===== config.mk =====
export PLATFORM = sky130hd
export DESIGN_NAME = sdf_front
export DESIGN_NICKNAME = d
export VERILOG_FILES = /design/src/hdl/sdf_pkg.sv /design/src/hdl/sdf_front.sv
export SDC_FILE = /design/constraint.sdc
export NUM_CORES = 1
export LEC_CHECK = 0
export BUFFER_PORTS_ARGS = -buffer_cell sky130_fd_sc_hd__clkbuf_2
export CORE_ASPECT_RATIO = 1.4
export CORE_MARGIN = 2
export CORE_UTILIZATION = 50
export CTS_BUF_LIST = sky130_fd_sc_hd__clkbuf_4
export DETAILED_ROUTE_END_ITERATION = 10
export PLACE_DENSITY = 0.81
export SYNTH_ARGS = -nofsm -noshare
export SYNTH_HDL_FRONTEND = slang
export SYNTH_SLANG_ARGS = --single-unit

===== constraint.sdc =====
create_clock -name clk_i -period 2.15 [get_ports clk_i]
set_input_delay 0.43 -clock clk_i [delete_from_list [all_inputs] [get_ports clk_i]]
set_output_delay 0.43 -clock clk_i [all_outputs]
set_load 0.02 [all_outputs]

===== src/hdl/sdf_pkg.sv =====
// Shared types, constants and decimal tables for the signed decimal formatter.
// Used by sdf_front, sdf_queue, sdf_back and signed_decimal_formatter.
`default_nettype none
package sdf_pkg;

  localparam int unsigned ValueW     = 32;
  localparam int unsigned CharW      = 6;
  localparam int unsigned LenW       = 4;
  localparam int unsigned PosW       = 4;
  localparam int unsigned CmpW       = 34;
  localparam int unsigned MaxPos     = 9;
  localparam int unsigned QueueDepth = 2;

  localparam logic [CharW-1:0] CharZero  = 6'd48;
  localparam logic [CharW-1:0] CharMinus = 6'd45;

  typedef struct packed {
    logic              neg;
    logic [ValueW-1:0] mag;
  } sdf_item_t;

  typedef enum logic [1:0] {
    ST_IDLE,
    ST_SIGN,
    ST_DIGIT
  } sdf_state_e;

  function automatic logic [CmpW-1:0] pow10(input logic [PosW-1:0] pos);
    logic [CmpW-1:0] r;
    unique case (pos)
      4'd0:    r = 34'd1;
      4'd1:    r = 34'd10;
      4'd2:    r = 34'd100;
      4'd3:    r = 34'd1000;
      4'd4:    r = 34'd10000;
      4'd5:    r = 34'd100000;
      4'd6:    r = 34'd1000000;
      4'd7:    r = 34'd10000000;
      4'd8:    r = 34'd100000000;
      4'd9:    r = 34'd1000000000;
      default: r = 34'd0;
    endcase
    return r;
  endfunction

  // c times ten to the pos, for c in 0..9
  function automatic logic [CmpW-1:0] pow10_mult(input logic [PosW-1:0] pos,
                                                 input logic [3:0]      c);
    logic [CmpW-1:0] p;
    p = pow10(pos);
    return CmpW'(p * CmpW'(c));
  endfunction

endpackage
`default_nettype wire


===== src/hdl/sdf_front.sv =====
// Input stage: takes one integer per transfer, splits it into sign and magnitude.
// Depends on sdf_pkg.
`default_nettype none
module sdf_front (
  input  wire logic                        clk_i,
  input  wire logic                        rst_ni,
  input  wire logic                        s_axis_tvalid,
  output logic                             s_axis_tready,
  input  wire logic [sdf_pkg::ValueW-1:0]  s_axis_tdata,
  output logic                             item_vld_o,
  input  wire logic                        item_rdy_i,
  output sdf_pkg::sdf_item_t               item_o
);

  logic               vld_q, vld_d;
  sdf_pkg::sdf_item_t item_q, item_d;
  logic               accept;

  assign s_axis_tready = !vld_q || item_rdy_i;
  assign accept        = s_axis_tvalid && s_axis_tready;

  always_comb begin
    item_d     = item_q;
    item_d.neg = s_axis_tdata[sdf_pkg::ValueW-1];
    item_d.mag = item_d.neg ? (sdf_pkg::ValueW'(0) - s_axis_tdata) : s_axis_tdata;
    if (accept) begin
      vld_d = 1'b1;
    end else if (item_rdy_i) begin
      vld_d = 1'b0;
    end else begin
      vld_d = vld_q;
    end
  end

  always_ff @(posedge clk_i or negedge rst_ni) begin
    if (!rst_ni) begin
      vld_q <= 1'b0;
    end else begin
      vld_q <= vld_d;
    end
  end

  always_ff @(posedge clk_i) begin
    if (accept) begin
      item_q <= item_d;
    end
  end

  assign item_vld_o = vld_q;
  assign item_o     = item_q;

endmodule
`default_nettype wire


==> results of run 1 <==
[where the power goes]
group | switching [W] | internal [W] | total, W | leakage, nW
Clock | 0.000206 | 0.000241 | 0.000447 | 0.0450
Combinational | 0.000181 | 0.000112 | 0.000293 | 0.515
Sequential | 0.0000116 | 0.000789 | 0.000801 | 0.326
Total | 0.000398 | 0.00114 | 0.00154 | 0.885
[metrics by stage]
| stage | power [W] | area (sq um) | util | std cells | setup slack [ns] |
|---|---|---|---|---|---|
| after floorplan | 0.000985 | 1800 | - | 134 | 0.201 |
| after global placement | 0.00110 | 2210 | 0.648 | 243 | 0.0910 |
| after detailed placement | 0.00111 | 2210 | 0.648 | 243 | 0.0244 |
| after CTS | 0.00155 | 2300 | 0.673 | 252 | 0.380 |
| after global routing | 0.00161 | 2300 | 0.673 | 252 | 0.230 |
| final | 0.00154 | 2300 | 0.673 | 252 | 0.358 |
[worst max-delay path, delay by kind of cell]
kind,cells,cell delay (ns)
buf+inv,1,0.13
xor+xnor,1,0.11
simple gates,2,0.74
compound gates,1,0.46
[cells in the mapped netlist (all sizes together), types with 3 or more instances]
master,instances
nand2b,3
nand4,3
nor4,5
xnor2,29
nand2,12
o41ai,7
edfxtp,33
o31ai,11
o21ai,8
nor2,5
[area by class of cell]
class | count | area, sq um
clock buffer | 5 | 37.5
tap | 40 | 50.0
sequential | 34 | 1020
clock inverter | 3 | 40.0
fill | 257 | 1110
multi-input combinational | 95 | 769
timing repair buffer | 73 | 375
inverter | 2 | 7.51
[flip-flops by register name, summed over array words and instances, names as in the netlist]
signal,flops
item_o,33
item_vld_o,1
[kinds of logic (layout without fill, tap and decap cells)]
family / count (synthesis) / after routing / share of synthesized area
fa+ha+maj: 2 / 2 / 0.0139
xor+xnor: 29 / 29 / 0.141
flops: 34 / 34 / 0.563
buf+inv: 5 / 83 / 0.0104
simple gates: 38 / 38 / 0.142
compound gates: 26 / 26 / 0.130
[routing by layer]
metal,GRT usage,part of all wire,vias up
li1,-,-,669
met1,0.193,0.34,674
met2,0.365,0.56,54
met3,0.0556,0.067,12
met4,0.0944,0.027,0
met5,0,0,-
[timing repair]
action                    4_1_cts  5_1_grt
hold buffers                    1        0
resized for setup               0        0
hold endpoints to repair        1        0
[worst max path at each step]
| stage | endpoint | from | depth (start not counted) | slack (ns) |
|---|---|---|---|---|
| finish | item_o[28]$_DFFE_PP_ | s_axis_tdata[13] | 5 | 0.36 |
| global route | item_o[26]$_DFFE_PP_ | s_axis_tdata[3] | 5 | 0.23 |
| CTS | item_o[22]$_DFFE_PP_ | s_axis_tdata[3] | 5 | 0.38 |
| detailed placement | item_o[22]$_DFFE_PP_ | s_axis_tdata[3] | 5 | 0.02 |
| global placement | item_o[30]$_DFFE_PP_ | s_axis_tdata[13] | 5 | 0.09 |
| floorplan | item_o[0]$_DFFE_PP_ | item_vld_o$_DFFE_PN0P_ | 2 | 0.20 |
==> results.json, run 1 <==
{
  "via_per_inst": 5.59,
  "num_vias": 1409,
  "worstHoldEndpoint": "item_o[32]$_DFFE_PP_",
  "arrival_ns": 1.86,
  "crit_type": "input pin to flop",
  "startpoint_type": "input pin",
  "status": "complete, no violations",
  "power.density_mw_per_mm2": 671,
  "finalHoldViolCount": 0,
  "num_antenna_cells": 0,
  "clock_path_buffers": 2,
  "grt_pass1_vias": 1382,
  "slowest_stage": "nor4_1",
  "grt_start_max_net_pins": 34,
  "die-area_sq_mm": 0.00411,
  "mostFrequentLayoutCells": "70 x clkbuf_2, 33 x edfxtp_1, 29 x xnor2_1, 12 x nand2_1, 10 x o31ai_1",
  "finish.net_count": 249,
  "finClkSkew_ns": 0.00982,
  "die_h_microns": 75.1,
  "drive_above_1_share": 0.434,
  "whs_ns": 0.317,
  "cp.required_ns": 2.22,
  "slew_viol_final": 0,
  "core-area_sq_mm": 0.00341,
  "grt-ovfl-total": 0,
  "layout_commonest_cell": "clkbuf_2",
  "dr.pass1.iters": 4,
  "ys_ff_latch": 34,
  "setup_viol": 0,
  "path_clk_slew_ns": 0.11,
  "ant_nets": 0,
  "cts_setup_buffers": 0,
  "drt_wl_total_microns": 3700,
  "drt_first_iter_violations": 44,
  "syn_inst": 134,
  "track_usage": 0.198,
  "rrSetupSlack_ns": 0.78,
  "syn_to_final_growth_pct": 27.3,
  "max_slew_margin": 0.685,
  "cts.sinks": 34,
  "p_leak_nw": 0.885,
  "clk_latency_ns": 0.32,
  "numCtsBuffers": 5,
  "layout_min_cycle_time_ns": 1.79,
  "synth_area_sq_mm": 0.00180,
  "io-pin-count": 71,
  "htreeDepth": 2,
  "ys_warn_count": 0,
  "drc": 0,
  "fin_setup_tns_ns": 0,
  "r2r_start": "item_vld_o$_DFFE_PN0P_",
  "path_cells": "clkbuf_2 -> nor4_1 -> nand2_1 -> o41ai_2 -> xnor2_1",
  "port_buffers": 70,
  "fin_crit_sh": 0.834,
  "rr_worst_depth": 3,
  "irDropWorstVdd_v": 0.000498,
  "yosys_most_used_dff": "edfxtp_1",
  "syn_area_per_cell_sq_um": 13.5,
  "grt_first_pass_wirelength_microns": 5780,
  "yosysUniqueCellTypes": 28,
  "cp_max_fo": 6,
  "routabilityCongestion": 0.865,
  "synth_area_leader_cell": "edfxtp_1",
  "async_flop_share": 0.0294,
  "drv_cap": 0,
  "tritoncts": "done",
  "hpwl_microns": 2930,
  "antenna_found_initial": 0,
  "timing.fmax_mhz": 558,
  "clockRootBuffer": "clkbuf_4",
  "hp-start": "s_axis_tdata[31]",
  "hold_path.class": "input pin to flop",
  "die_w_microns": 54.8,
  "start_util": 0.529,
  "max_slew.worst_pin.slew_ns": 0.468,
  "synth-edff-count": 33,
  "ys_seq_area_frac": 0.563,
  "fp-row-count": 25,
  "yosysTopAreaCellShare": 0.549,
  "slowest_delay_ns": 0.46,
  "syn_nets": 172,
  "avgRoutedWirePerCell_microns": 14.7,
  "crit_path_end_kind": "flop",
  "whs_path_depth": 1,
  "synthTopCellsByArea": "edfxtp_1 55%, xnor2_1 14%, o41ai_2 5.4%, o31ai_1 4.2%, nand2_1 2.5%",
  "rsz0062_at_grt": "no",
  "r2r-end": "item_o[28]$_DFFE_PP_"
}
Note: power is estimated with default switching activity, not from simulation.
==> run 2: changes to the inputs <==
Settings changed: ABC_AREA set to 1, CORE_UTILIZATION 50 to 52.
Clock period 2.15 ns to 1.8 ns, I/O delays scaled along.
==> results.json, run 2 <==
{
  "status": "complete, no violations",
  "wl_met2_microns": 2450,
  "rsz0062_at_grt": "no",
  "syn_to_final_growth_pct": 23.7,
  "yosys_most_used_dff": "edfxtp_1",
  "async_flop_share": 0.0294,
  "setup_viol": 0,
  "max_slew_margin": 0.756,
  "die_w_microns": 57.3,
  "io-pin-count": 71,
  "track_usage": 0.217,
  "design_area_sq_mm": 0.00255,
  "crit_type": "flop to primary output",
  "wl_met3_microns": 212,
  "syn_area_per_cell_sq_um": 7.88,
  "tritoncts": "done",
  "finish.net_count": 379,
  "cp_max_fo": 3,
  "ys_top_cells_by_count": "99 x nand2_1, 49 x nor2_1, 33 x edfxtp_1",
  "num_vias": 1948,
  "finalHoldViolCount": 0,
  "slew_viol_final": 0,
  "core-area_sq_mm": 0.00388,
  "drt_first_iter_violations": 45,
  "synthTopCellsByArea": "edfxtp_1 48%, nand2_1 18%, nor2_1 8.9%, inv_1 4.0%, nand3_1 3.9%",
  "grt_first_pass_wirelength_microns": 7540,
  "drv_cap": 0,
  "clk_latency_ns": 0.33,
  "grt_start_max_net_pins": 34,
  "layout_commonest_cell": "nand2_1",
  "routabilityCongestion": 0.905,
  "fp-row-count": 27,
  "num_antenna_cells": 0,
  "hold_path.class": "input pin to flop",
  "met1Wirelength_microns": 1800,
  "startpoint_type": "flop",
  "dr.pass1.iters": 4,
  "syn_nets": 300,
  "endpoint": "s_axis_tready",
  "layout.cells.non_filler": 385,
  "cp.required_ns": 1.44,
  "placed_area_sq_mm": 0.00249,
  "finClkSkew_ns": 0.00619,
  "ys_ff_latch": 34,
  "synth_area_sq_mm": 0.00206,
  "fin_setup_tns_ns": 0,
  "multi_input_area_sq_um": 946,
  "irDropWorstVdd_v": 0.000437,
  "timing.fmax_mhz": 721,
  "path_clk_slew_ns": 0.10,
  "synth_area_leader_cell": "edfxtp_1",
  "rrSetupSlack_ns": 0.66,
  "layout_min_cycle_time_ns": 1.39,
  "grt-ovfl-total": 0,
  "die-area_sq_mm": 0.00450,
  "ys_warn_count": 0,
  "port_buffers": 70,
  "r2r-end": "item_o[31]$_SDFFCE_PN0P_",
  "via_per_inst": 5.06,
  "yosysTopAreaCellShare": 0.480,
  "start_util": 0.531,
  "regArea_sq_mm": 0.00102,
  "ys_seq_area_frac": 0.492,
  "total_power_w": 0.00172,
  "crit_path_end_kind": "primary output",
  "ant_nets": 0,
  "p_leak_nw": 1.20,
  "cp-startpoint": "item_vld_o$_DFFE_PN0P_",
  "power.density_mw_per_mm2": 672,
  "numCtsBuffers": 5,
  "whs_path_depth": 1,
  "drive_above_1_share": 0.263,
  "synth-edff-count": 33,
  "yosysUniqueCellTypes": 22,
  "hpwl_microns": 3720,
  "nFillCells": 351,
  "clock_path_buffers": 2,
  "htreeDepth": 2,
  "top_layer": "met4",
  "cts.sinks": 34,
  "mostFrequentLayoutCells": "99 x nand2_1, 70 x clkbuf_2, 49 x nor2_1, 33 x edfxtp_1, 22 x inv_1",
  "yosysMostFrequentCell": "nand2_1",
  "place_inst": 376,
  "largest_reg_flops": 33,
  "clockRootBuffer": "clkbuf_4",
  "r2r_start": "item_vld_o$_DFFE_PN0P_",
  "rr_worst_depth": 2,
  "syn_inst": 262,
  "die_h_microns": 78.6,
  "arrival_ns": 1.03,
  "fin_crit_sh": 0.771,
  "antenna_found_initial": 0,
  "drc": 0,
  "max_slew.worst_pin.slew_ns": 0.364,
  "drt_wl_total_microns": 4580,
  "avgRoutedWirePerCell_microns": 11.9,
  "grt_pass1_vias": 1754
}
-- run 2: changes by cell type after synthesis, moves of 3 or more --
| cell | before | now |
|---|---|---|
| inv_1 | 2 | 22 |
| nand2_1 | 12 | 99 |
| nand2b_1 | 3 | 0 |
| nand3_1 | 1 | 16 |
| nor2_1 | 5 | 49 |
| nor2_2 | 0 | 3 |
| o21ai_0 | 8 | 1 |
| o21ai_1 | 0 | 4 |
| o31ai_1 | 10 | 0 |
| o41ai_2 | 6 | 0 |
| xnor2_1 | 29 | 8 |
| xor2_1 | 0 | 6 |
-- run 2: worst min-delay path by stage --
stage                          startpoint                     end  slack [ns]
after floorplan                    rst_ni  item_vld_o$_DFFE_PN0P_        0.06
after global placement             rst_ni  item_vld_o$_DFFE_PN0P_        0.14
after detailed placement           rst_ni  item_vld_o$_DFFE_PN0P_        0.14
after CTS                 s_axis_tdata[0]     item_o[0]$_DFFE_PP_        0.21
after global routing      s_axis_tdata[0]     item_o[0]$_DFFE_PP_        0.20
final                     s_axis_tdata[0]     item_o[0]$_DFFE_PP_        0.22
-- run 2: worst max-delay path, cell delays in order (launching register included) --
cell and delay, ns:
dfrtp_1 0.43, nand2_1 0.10, clkbuf_2 0.17
-- run 2: cell type report --
type / instances / area share
inverters: 23 / 0.0338
repair buffers: 75 / 0.158
well taps: 43 / 0.0211
clock inverters: 3 / 0.00441
clock buffers: 5 / 0.0147
multi-input cells: 202 / 0.370
flip-flops and latches: 34 / 0.398
-- run 2: what timing repair did --
action	in CTS	in global routing
hold buffers	1	0
gates resized for setup	0	0
setup buffers	0	0
hold endpoints to repair	1	0
-- run 2: cell families (layout without fill, tap and decap cells) --
logic type      Yosys count  after routing  share of synthesized area
compound gates            9              9                     0.0255
xor+xnor                 14             14                     0.0594
fa+ha+maj                 2              2                     0.0121
buf+inv                  26            106                     0.0551
flops                    34             34                      0.492
simple gates            177            177                      0.356
-- run 2: per-layer routing --
metal / vias up / global-route usage
met1: 874 / 0.247
met2: 65 / 0.385
met5: - / 0
met4: 0 / 0.102
li1: 1000 / -
met3: 9 / 0.0412
-- run 2: power by group --
part | switching (W) | leakage (nW) | internal (W)
clock | 0.000237 | 0.0277 | 0.000139
combinational | 0.000253 | 0.847 | 0.000138
sequential | 0.0000137 | 0.327 | 0.000938
-- run 2: metrics by stage --
stage | hold WS (ns) | utilization | setup slack (ns)
after floorplan | 0.0644 | - | 0.285
final | 0.217 | 0.657 | 0.412
after detailed placement | 0.141 | 0.642 | 0.149
after CTS | 0.208 | 0.657 | 0.385
after global placement | 0.135 | 0.642 | 0.183
after global routing | 0.195 | 0.657 | 0.330
