==> src/hdl/sdf_pkg.sv <==
// Shared types, constants and decimal tables for the signed decimal formatter.
// Used by sdf_front, sdf_queue, sdf_back and signed_decimal_formatter.
`default_nettype none
package sdf_pkg;

  localparam int unsigned ValueW     = 32;
  localparam int unsigned CharW      = 6;
  localparam int unsigned LenW       = 4;
  localparam int unsigned PosW       = 4;
  localparam int unsigned CmpW       = 34;
  localparam int unsigned MaxPos     = 9;
  localparam int unsigned QueueDepth = 2;

  localparam logic [CharW-1:0] CharZero  = 6'd48;
  localparam logic [CharW-1:0] CharMinus = 6'd45;

  typedef struct packed {
    logic              neg;
    logic [ValueW-1:0] mag;
  } sdf_item_t;

  typedef enum logic [1:0] {
    ST_IDLE,
    ST_SIGN,
    ST_DIGIT
  } sdf_state_e;

  function automatic logic [CmpW-1:0] pow10(input logic [PosW-1:0] pos);
    logic [CmpW-1:0] r;
    unique case (pos)
      4'd0:    r = 34'd1;
      4'd1:    r = 34'd10;
      4'd2:    r = 34'd100;
      4'd3:    r = 34'd1000;
      4'd4:    r = 34'd10000;
      4'd5:    r = 34'd100000;
      4'd6:    r = 34'd1000000;
      4'd7:    r = 34'd10000000;
      4'd8:    r = 34'd100000000;
      4'd9:    r = 34'd1000000000;
      default: r = 34'd0;
    endcase
    return r;
  endfunction

  // c times ten to the pos, for c in 0..9
  function automatic logic [CmpW-1:0] pow10_mult(input logic [PosW-1:0] pos,
                                                 input logic [3:0]      c);
    logic [CmpW-1:0] p;
    p = pow10(pos);
    return CmpW'(p * CmpW'(c));
  endfunction

endpackage
`default_nettype wire

==> src/hdl/sdf_queue.sv <==
// Short first-in first-out queue of sign/magnitude items between front and back.
// Depends on sdf_pkg.
`default_nettype none
module sdf_queue #(
  parameter int unsigned Depth = sdf_pkg::QueueDepth
) (
  input  wire logic          clk_i,
  input  wire logic          rst_ni,
  input  wire logic          push_vld_i,
  output logic               push_rdy_o,
  input  sdf_pkg::sdf_item_t push_item_i,
  output logic               pop_vld_o,
  input  wire logic          pop_rdy_i,
  output sdf_pkg::sdf_item_t pop_item_o
);

  localparam int unsigned PtrW = (Depth > 1) ? $clog2(Depth) : 1;
  localparam int unsigned CntW = $clog2(Depth + 1);

  sdf_pkg::sdf_item_t store_q [Depth];
  logic [PtrW-1:0]    wr_ptr_q, wr_ptr_d, rd_ptr_q, rd_ptr_d;
  logic [CntW-1:0]    cnt_q, cnt_d;
  logic               push, pop;

  assign push_rdy_o = cnt_q != CntW'(Depth);
  assign pop_vld_o  = cnt_q != '0;
  assign push       = push_vld_i && push_rdy_o;
  assign pop        = pop_rdy_i && pop_vld_o;
  assign pop_item_o = store_q[rd_ptr_q];

  always_comb begin
    wr_ptr_d = wr_ptr_q;
    rd_ptr_d = rd_ptr_q;
    cnt_d    = cnt_q;
    if (push) begin
      wr_ptr_d = (wr_ptr_q == PtrW'(Depth - 1)) ? '0 : wr_ptr_q + 1'b1;
    end
    if (pop) begin
      rd_ptr_d = (rd_ptr_q == PtrW'(Depth - 1)) ? '0 : rd_ptr_q + 1'b1;
    end
    if (push && !pop) begin
      cnt_d = cnt_q + 1'b1;
    end else if (pop && !push) begin
      cnt_d = cnt_q - 1'b1;
    end
  end

  always_ff @(posedge clk_i or negedge rst_ni) begin
    if (!rst_ni) begin
      wr_ptr_q <= '0;
      rd_ptr_q <= '0;
      cnt_q    <= '0;
    end else begin
      wr_ptr_q <= wr_ptr_d;
      rd_ptr_q <= rd_ptr_d;
      cnt_q    <= cnt_d;
    end
  end

  always_ff @(posedge clk_i) begin
    if (push) begin
      store_q[wr_ptr_q] <= push_item_i;
    end
  end

endmodule
`default_nettype wire

==> config.mk <==
export PLATFORM = sky130hd
export DESIGN_NAME = sdf_queue
export DESIGN_NICKNAME = d
export VERILOG_FILES = /design/src/hdl/sdf_pkg.sv /design/src/hdl/sdf_queue.sv
export SDC_FILE = /design/constraint.sdc
export NUM_CORES = 1
export LEC_CHECK = 0
export BUFFER_PORTS_ARGS = -buffer_cell sky130_fd_sc_hd__buf_2
export CORE_MARGIN = 1.5
export CORE_UTILIZATION = 47
export CTS_CLUSTER_DIAMETER = 30
export DETAILED_ROUTE_END_ITERATION = 12
export PLACE_DENSITY = 0.79
export SYNTH_ARGS = -nofsm -noshare
export SYNTH_HDL_FRONTEND = slang
export SYNTH_SLANG_ARGS = --single-unit
==> constraint.sdc <==
create_clock -name clk_i -period 2.5 [get_ports clk_i]
set_clock_uncertainty 0.15 [all_clocks]
set_input_delay 0.375 -clock clk_i [delete_from_list [all_inputs] [get_ports clk_i]]
set_output_delay 0.375 -clock clk_i [all_outputs]
set_load 0.02 [all_outputs]
==> parameters.txt, run 1 <==
Parameter                              Value

Outcome
  Outcome ... completed

Clock tree
  CTS resizes ... 0
  Clock tree root driver cell ... clkbuf_8
  Clock latency of the later-clocked register in the worst-skew pair ... 0.32 ns
  Number of buffers inserted during clock tree synthesis ... 9
  Register clock-pin slew on the reported worst setup and hold paths ... 0.07 ns
  Number of sinks handled by clock tree synthesis ... 70
  CTS HTree Levels ... 3
  Max clock buf depth ... 2
  TritonCTS clock tree ... yes

Critical path
  Cell Chain, Critical Path ... buf_4 > mux2_2 > buf_2
  Setup crit end kind ... output pin
  Path type of the worst setup path ... reg -> out
  Worst path slowest cell ... mux2_2
  CP startpoint kind ... flip-flop
  Family with the most delay on the worst path ... buffers and inverters
  Number of buffers and inverters on the critical path ... 2
  Required time worst endpoint ... 1.98 ns
  Crit-path max FO ... 20
  Crit path arrival time ... 1.55 ns
  Biggest cell delay along the critical path ... 0.38 ns

Placed design
  Cell Area, Placed ... 0.00316 sq mm
  Weighted congestion reported at the end of routability-driven placement ... 0.661
  Detailed Place HPWL ... 2840 um
  Placed instance count ... 265
  Worst slack at placement ... 0.736 ns
  Number of input and output port buffers inserted ... 71

Global routing
  Via count of the first global-routing pass ... 1381
  Global-route wire length before repair ... 6490 um
  Largest net degree at the start of global routing ... 23
  Overall overflow remaining after global route ... 0
  Antenna violations before repair ... 0
  Overall track demand over capacity in global routing ... 14.4%

Layout
  Number of cells in the finished layout apart from fillers ... 282
  Number of inserted diodes ... 0
  Final nets ... 243
  Proportion of layout cells with a drive suffix above 1 ... 58.6%
  Area added between synthesis and finish ... 23.1%
  Post-layout instance area ... 0.00336 sq mm
  FILL cells ... 427

STA
  Final setup margin ... 0.430 ns
  Worst slew margin relative to its limit ... 74.0%
  Number of pins exceeding their max-slew limit in the final report ... 0
  Setup TNS ... 0 ns
  Number of setup violations in the final report ... 0
  Final number of hold-violating endpoints ... 0
  Post-route clock period utilization ... 82.8%
  Post-route minimum period ... 2.07 ns
  Unrepaired setup endpoints after global routing ... false
  Hold Slack ... 0.0799 ns
  Top achievable clock speed ... 0.483 GHz
  Worst Tran Pin Value ... 0.390 ns

Drt
  Final ANT Viol Nets ... 0
  Via Count ... 1335
  Vias per cell ... 4.73
  Count of TritonRoute iterations in the first routing pass ... 4
  Routed len/inst ... 14.6 um
  Initial DRC Count ... 46
  # DRC ... 0
  Detailed Route WL ... 4110 um

Floorplanning
  Horizontal die dimension ... 79.2 um
  Die height ... 79.2 um
  Core region area ... 0.00554 sq mm
  Top-Level Pins ... 72
  Starting density of the core ... 49.2%
  Standard-cell row count ... 27
  Die Outline Area ... 0.00627 sq mm

Pwr
  Clock network fraction of design power ... 20.9%
  P per Cell Area ... 1210 mW/mm^2
  Share of power burned in registers ... 41.6%
  Worst voltage drop across the vdd grid ... 806 uV
  Leakage Power ... 0.00137 uW
  Switching power ... 1290 uW
  Combinational fraction of design power ... 37.5%
  Share of total power consumed by net switching ... 31.6%
  Int Pwr ... 2780 uW

Synthesis
  Net Count, Synth ... 159
  Dominant cell type by area after synthesis ... edfxtp_1
  Flip-flop cell with the highest count after synthesis ... edfxtp_1
  Leading cell type by number of instances after synthesis ... edfxtp_1
  Flip-flop and latch count after synthesis ... 70
  Count of unique library cells instantiated by Yosys ... 15
  Fraction of synthesized cell area taken by the top area cell type ... 72.7%
  Average instance area after synthesis ... 22.5 sq um
  Leading post-synthesis cells by instance count ... 66 x edfxtp_1, 29 x mux2_4, 4 x dfrtp_1, 4 x mux2_2
  Sequential cell area fraction in the yosys report ... 76.3%
  Biggest area contributors in the synthesized netlist ... edfxtp_1 73%, mux2_4 16%, dfrtp_1 3.7%
  Proportion of synthesized flip-flops having asynchronous set or reset ... 5.71%
  Summed instance area of the synthesized netlist ... 0.00273 sq mm
  EDFF count, synth ... 66
  Number of warning messages in the yosys log ... 0
  Synthesized netlist cell count ... 121

Hold path
  Path type of the worst min-delay path ... in -> reg

Run
  Reported max-cap violation count ... 0
==> stage by stage <==
step | total power, uW | util (%)
6_report | 4070 | 60.6
5_1_grt | 4280 | 60.6
4_1_cts | 4130 | 60.6
3_5_place_dp | 3270 | 57.0
3_3_place_gp | 3230 | 57.0
2_1_floorplan | 2920 | -
==> sequential cells by signal (all words and copies together) (netlist names) <==
signal	flops
wr_ptr_q	1
store_q	66
rd_ptr_q	1
cnt_q	2
==> worst register-to-register path: stages (launching register included) <==
cell      delay, ns
dfrtp_1        0.40
nand2b_1       0.18
nand2_1        0.15
nor2_4         0.34
buf_12         0.24
==> per-layer routing <==
metal  wire [um]  GRT usage (%)
met4          40           6.84
met3         387           6.09
met2        1850           21.9
met1        1830           17.7
met5           0              0
==> cell families (layout without fill, tap and decap cells) <==
family                     Yosys count  after routing  synth area share [%]
muxes                               33             33                  17.6
xor gates and xnor gates             5              5                  1.61
DFF                                 70             70                  76.3
buffers and inverters                5             94                  2.75
adders and majority gates            1              1                 0.459
and+or+nand+nor                      7              7                  1.24
==> final timing paths <==
kind                                       from        endpoint  slack [ns]  cells after the start
worst max-delay path                   rd_ptr_q  pop_item_o[12]        0.43                      3
worst min-delay path            push_item_i[20]  store_q[1][20]        0.08                      1
worst max register to register         cnt_q[0]   store_q[0][4]        0.74                      4
worst min register to register         cnt_q[1]        cnt_q[1]        0.34                      1
max in group asynchronous                rst_ni        rd_ptr_q        1.84                      2
min in group asynchronous                rst_ni        cnt_q[1]        0.23                      2
==> timing repair <==
item,in CTS,in global routing
buffers inserted,0,0
hold buffers,1,0
hold endpoints to repair,4,0
==> cell usage in the layout (no fill, tap or decap) <==
cell | Yosys | routed
buf_2 | 0 | 71
edfxtp_1 | 66 | 66
mux2_4 | 29 | 29
clkbuf_8 | 0 | 10
mux2_2 | 4 | 4
clkbuf_1 | 0 | 4
buf_4 | 0 | 4
xnor2_1 | 3 | 3
dfrtp_1 | 4 | 3
nand2_1 | 2 | 2
xor2_1 | 2 | 2
nand2b_1 | 1 | 1
inv_1 | 1 | 1
or2_1 | 1 | 1
and3_1 | 1 | 1
nor2_4 | 0 | 1
nor2_1 | 2 | 1
ha_1 | 1 | 1
clkinv_2 | 0 | 1
bufinv_16 | 0 | 1
dlygate4sd3_1 | 0 | 1
buf_12 | 3 | 1
dfrtp_2 | 0 | 1
==> cell type report <==
cell class	count	area, sq um	share of cell area, %
inverters	1	3.75	0.112
clock inverters	2	35.0	1.04
flip-flops and latches	70	2080	62.0
multi-input cells	46	578	17.2
well taps	72	90.1	2.68
clock buffers	14	153	4.55
repair buffers	77	415	12.4
==> power groups by stage <==
stage / clock network, uW / logic, uW / registers (uW)
final: 852 / 1530 / 1690
after global routing: 930 / 1630 / 1720
after floorplan: 0 / 1220 / 1700
after global placement: 0 / 1530 / 1710
after CTS: 878 / 1560 / 1690
after detailed placement: 0 / 1550 / 1720
No activity file was read; power rests on OpenSTA's default activity.
==> run 2, diff against run 1 <==
Clock period 2.5 ns to 1.86 ns, I/O delays scaled along.
==> parameters.txt, run 2 (same netlist as run 1, synthesis figures left out) <==
Parameter                              Value

Outcome
  Outcome ... complete, but fails checks
  Violated checks ... negative setup slack

Hold path
  Path type of the worst min-delay path ... in -> reg
  Hold worst-path end ... store_q[0][24]
  Number of cells traversed by the worst hold path ... 1
  Min-delay src ... push_item_i[24]

Placed design
  Weighted congestion reported at the end of routability-driven placement ... 0.699
  Number of input and output port buffers inserted ... 71
  Worst slack at placement ... 0.177 ns
  Detailed Place HPWL ... 3010 um
  Placed instance count ... 266

Critical path
  CP startpoint kind ... flip-flop
  Crit path arrival time ... 1.47 ns
  Path type of the worst setup path ... reg -> out
  Setup crit end kind ... output pin
  Family with the most delay on the worst path ... flip-flops
  R2R cell count ... 6
  Register-to-register setup slack ... 0.16 ns
  Crit-path max FO ... 5
  Cell Chain, Critical Path ... buf_4 > mux2_2 > buf_2
  Required time worst endpoint ... 1.43 ns
  Biggest cell delay along the critical path ... 0.44 ns
  Worst r2r src ... cnt_q[0]
  Worst R2R End ... cnt_q[1]
  Worst path slowest cell ... dfrtp_2
  Number of buffers and inverters on the critical path ... 2

Clock tree
  Number of sinks handled by clock tree synthesis ... 70
  Clock tree root driver cell ... clkbuf_8
  TritonCTS clock tree ... yes
  Clock latency of the later-clocked register in the worst-skew pair ... 0.32 ns
  Number of buffers inserted during clock tree synthesis ... 9
  Max clock buf depth ... 2
  CTS HTree Levels ... 3
  Register clock-pin slew on the reported worst setup and hold paths ... 0.07 ns

Floorplanning
  Standard-cell row count ... 27
  Die height ... 79.2 um
  Starting density of the core ... 49.2%
  Die Outline Area ... 0.00627 sq mm
  Top-Level Pins ... 72
  Core region area ... 0.00554 sq mm
  Horizontal die dimension ... 79.2 um

Pwr
  P per Cell Area ... 1530 mW/mm^2
  Leakage Power ... 0.00156 uW
  Worst voltage drop across the vdd grid ... 905 uV

STA
  Worst slew margin relative to its limit ... 80.8%
  Number of setup violations in the final report ... 3
  Number of pins exceeding their max-slew limit in the final report ... 0
  Top achievable clock speed ... 0.528 GHz
  Final setup margin ... -0.0342 ns
  Worst Tran Pin Value ... 0.287 ns
  Final number of hold-violating endpoints ... 0
  Post-route minimum period ... 1.89 ns
  Unrepaired setup endpoints after global routing ... true
  Setup TNS ... -0.0366 ns
  Post-route clock period utilization ... 102%

Drt
  Count of TritonRoute iterations in the first routing pass ... 4
  Final ANT Viol Nets ... 0
  Vias per cell ... 4.72
  Detailed Route WL ... 4870 um
  Routed len/inst ... 15.4 um
  Initial DRC Count ... 81
  Via Count ... 1495
  # DRC ... 0

Run
  Reported max-cap violation count ... 0

Layout
  FILL cells ... 379
  Number of cells in the finished layout apart from fillers ... 317
  Final nets ... 278
  Most frequent cells in the layout ... 66 x edfxtp_1, 53 x buf_2, 33 x dlygate4sd3_1
  Number of inserted diodes ... 0
  Most common cell after layout, fill and taps aside ... edfxtp_1
  Largest register by flop count ... store_q
  Largest registers ranked by flip-flop count ... store_q: 66 flops, cnt_q: 2 flops
  Area added between synthesis and finish ... 40.2%
  Max FFs per register ... 66
  Proportion of layout cells with a drive suffix above 1 ... 52.2%

Global routing
  Overall track demand over capacity in global routing ... 16.4%
  Overall overflow remaining after global route ... 0
  Largest net degree at the start of global routing ... 21
  Global-route wire length before repair ... 7400 um
  Antenna violations before repair ... 0
  Via count of the first global-routing pass ... 1613
[run 2: cell count changes in the layout (fill, tap and decap cells not counted), moves of 2 or more]
cell,previous run,this run
dlygate4sd3_1,1,33
buf_2,71,53
buf_6,0,17
buf_4,4,7
clkbuf_1,4,2
clkinv_1,0,2
[run 2: timing repair]
action                     CTS  global route
gates resized for setup      4            32
hold buffers                32             1
hold endpoints to repair    66             1
setup buffers                2             0
setup endpoints to repair   27            32
[run 2: area by class of cell]
class                   instances  area [sq um]  area share (%)
clock buffers                  11           131            3.44
clock inverters                 5          50.0            1.31
inverters                       1          3.75          0.0982
multi-input cells              46           586            15.3
flip-flops and latches         70          2080            54.5
well taps                      72          90.1            2.36
repair buffers                112           880            23.0
[run 2: worst max path at each step]
stage | cells after the start | to | from
after floorplan | 3 | store_q[0][0] | cnt_q[0]
after global placement | 7 | cnt_q[1] | cnt_q[0]
after detailed placement | 6 | cnt_q[1] | cnt_q[0]
after CTS | 3 | pop_item_o[18] | rd_ptr_q
after global routing | 3 | pop_item_o[13] | rd_ptr_q
final | 3 | pop_item_o[13] | rd_ptr_q
[run 2: metrics by stage]
stage	power [uW]	cell area (sq um)	hold slack [ns]	util [%]
2_1_floorplan	3940	2740	-0.167	-
3_3_place_gp	4400	3180	-0.0510	57.5
3_5_place_dp	4450	3180	-0.0493	57.5
4_1_cts	5670	3710	0.000255	67.0
5_1_grt	6110	3820	0.00301	69.0
6_report	5860	3820	0.0243	69.0
[run 2: power breakdown]
part	switching, uW	total, uW	leakage [uW]	internal [uW]
Combinational	1200	2440	0.000810	1240
Sequential	142	2310	0.000659	2160
Clock	506	1120	0.0000884	609
Total	1840	5860	0.00156	4020
[run 2: per-layer routing]
layer / up-vias / share of wire, % / routed length, um / global-route usage, %
met5: - / 0 / 0 / 0
met3: 15 / 3.5 / 169 / 2.87
met2: 51 / 54 / 2620 / 29.0
met1: 728 / 39 / 1890 / 17.9
met4: 0 / 4.1 / 200 / 10.9
li1: 701 / - / - / -
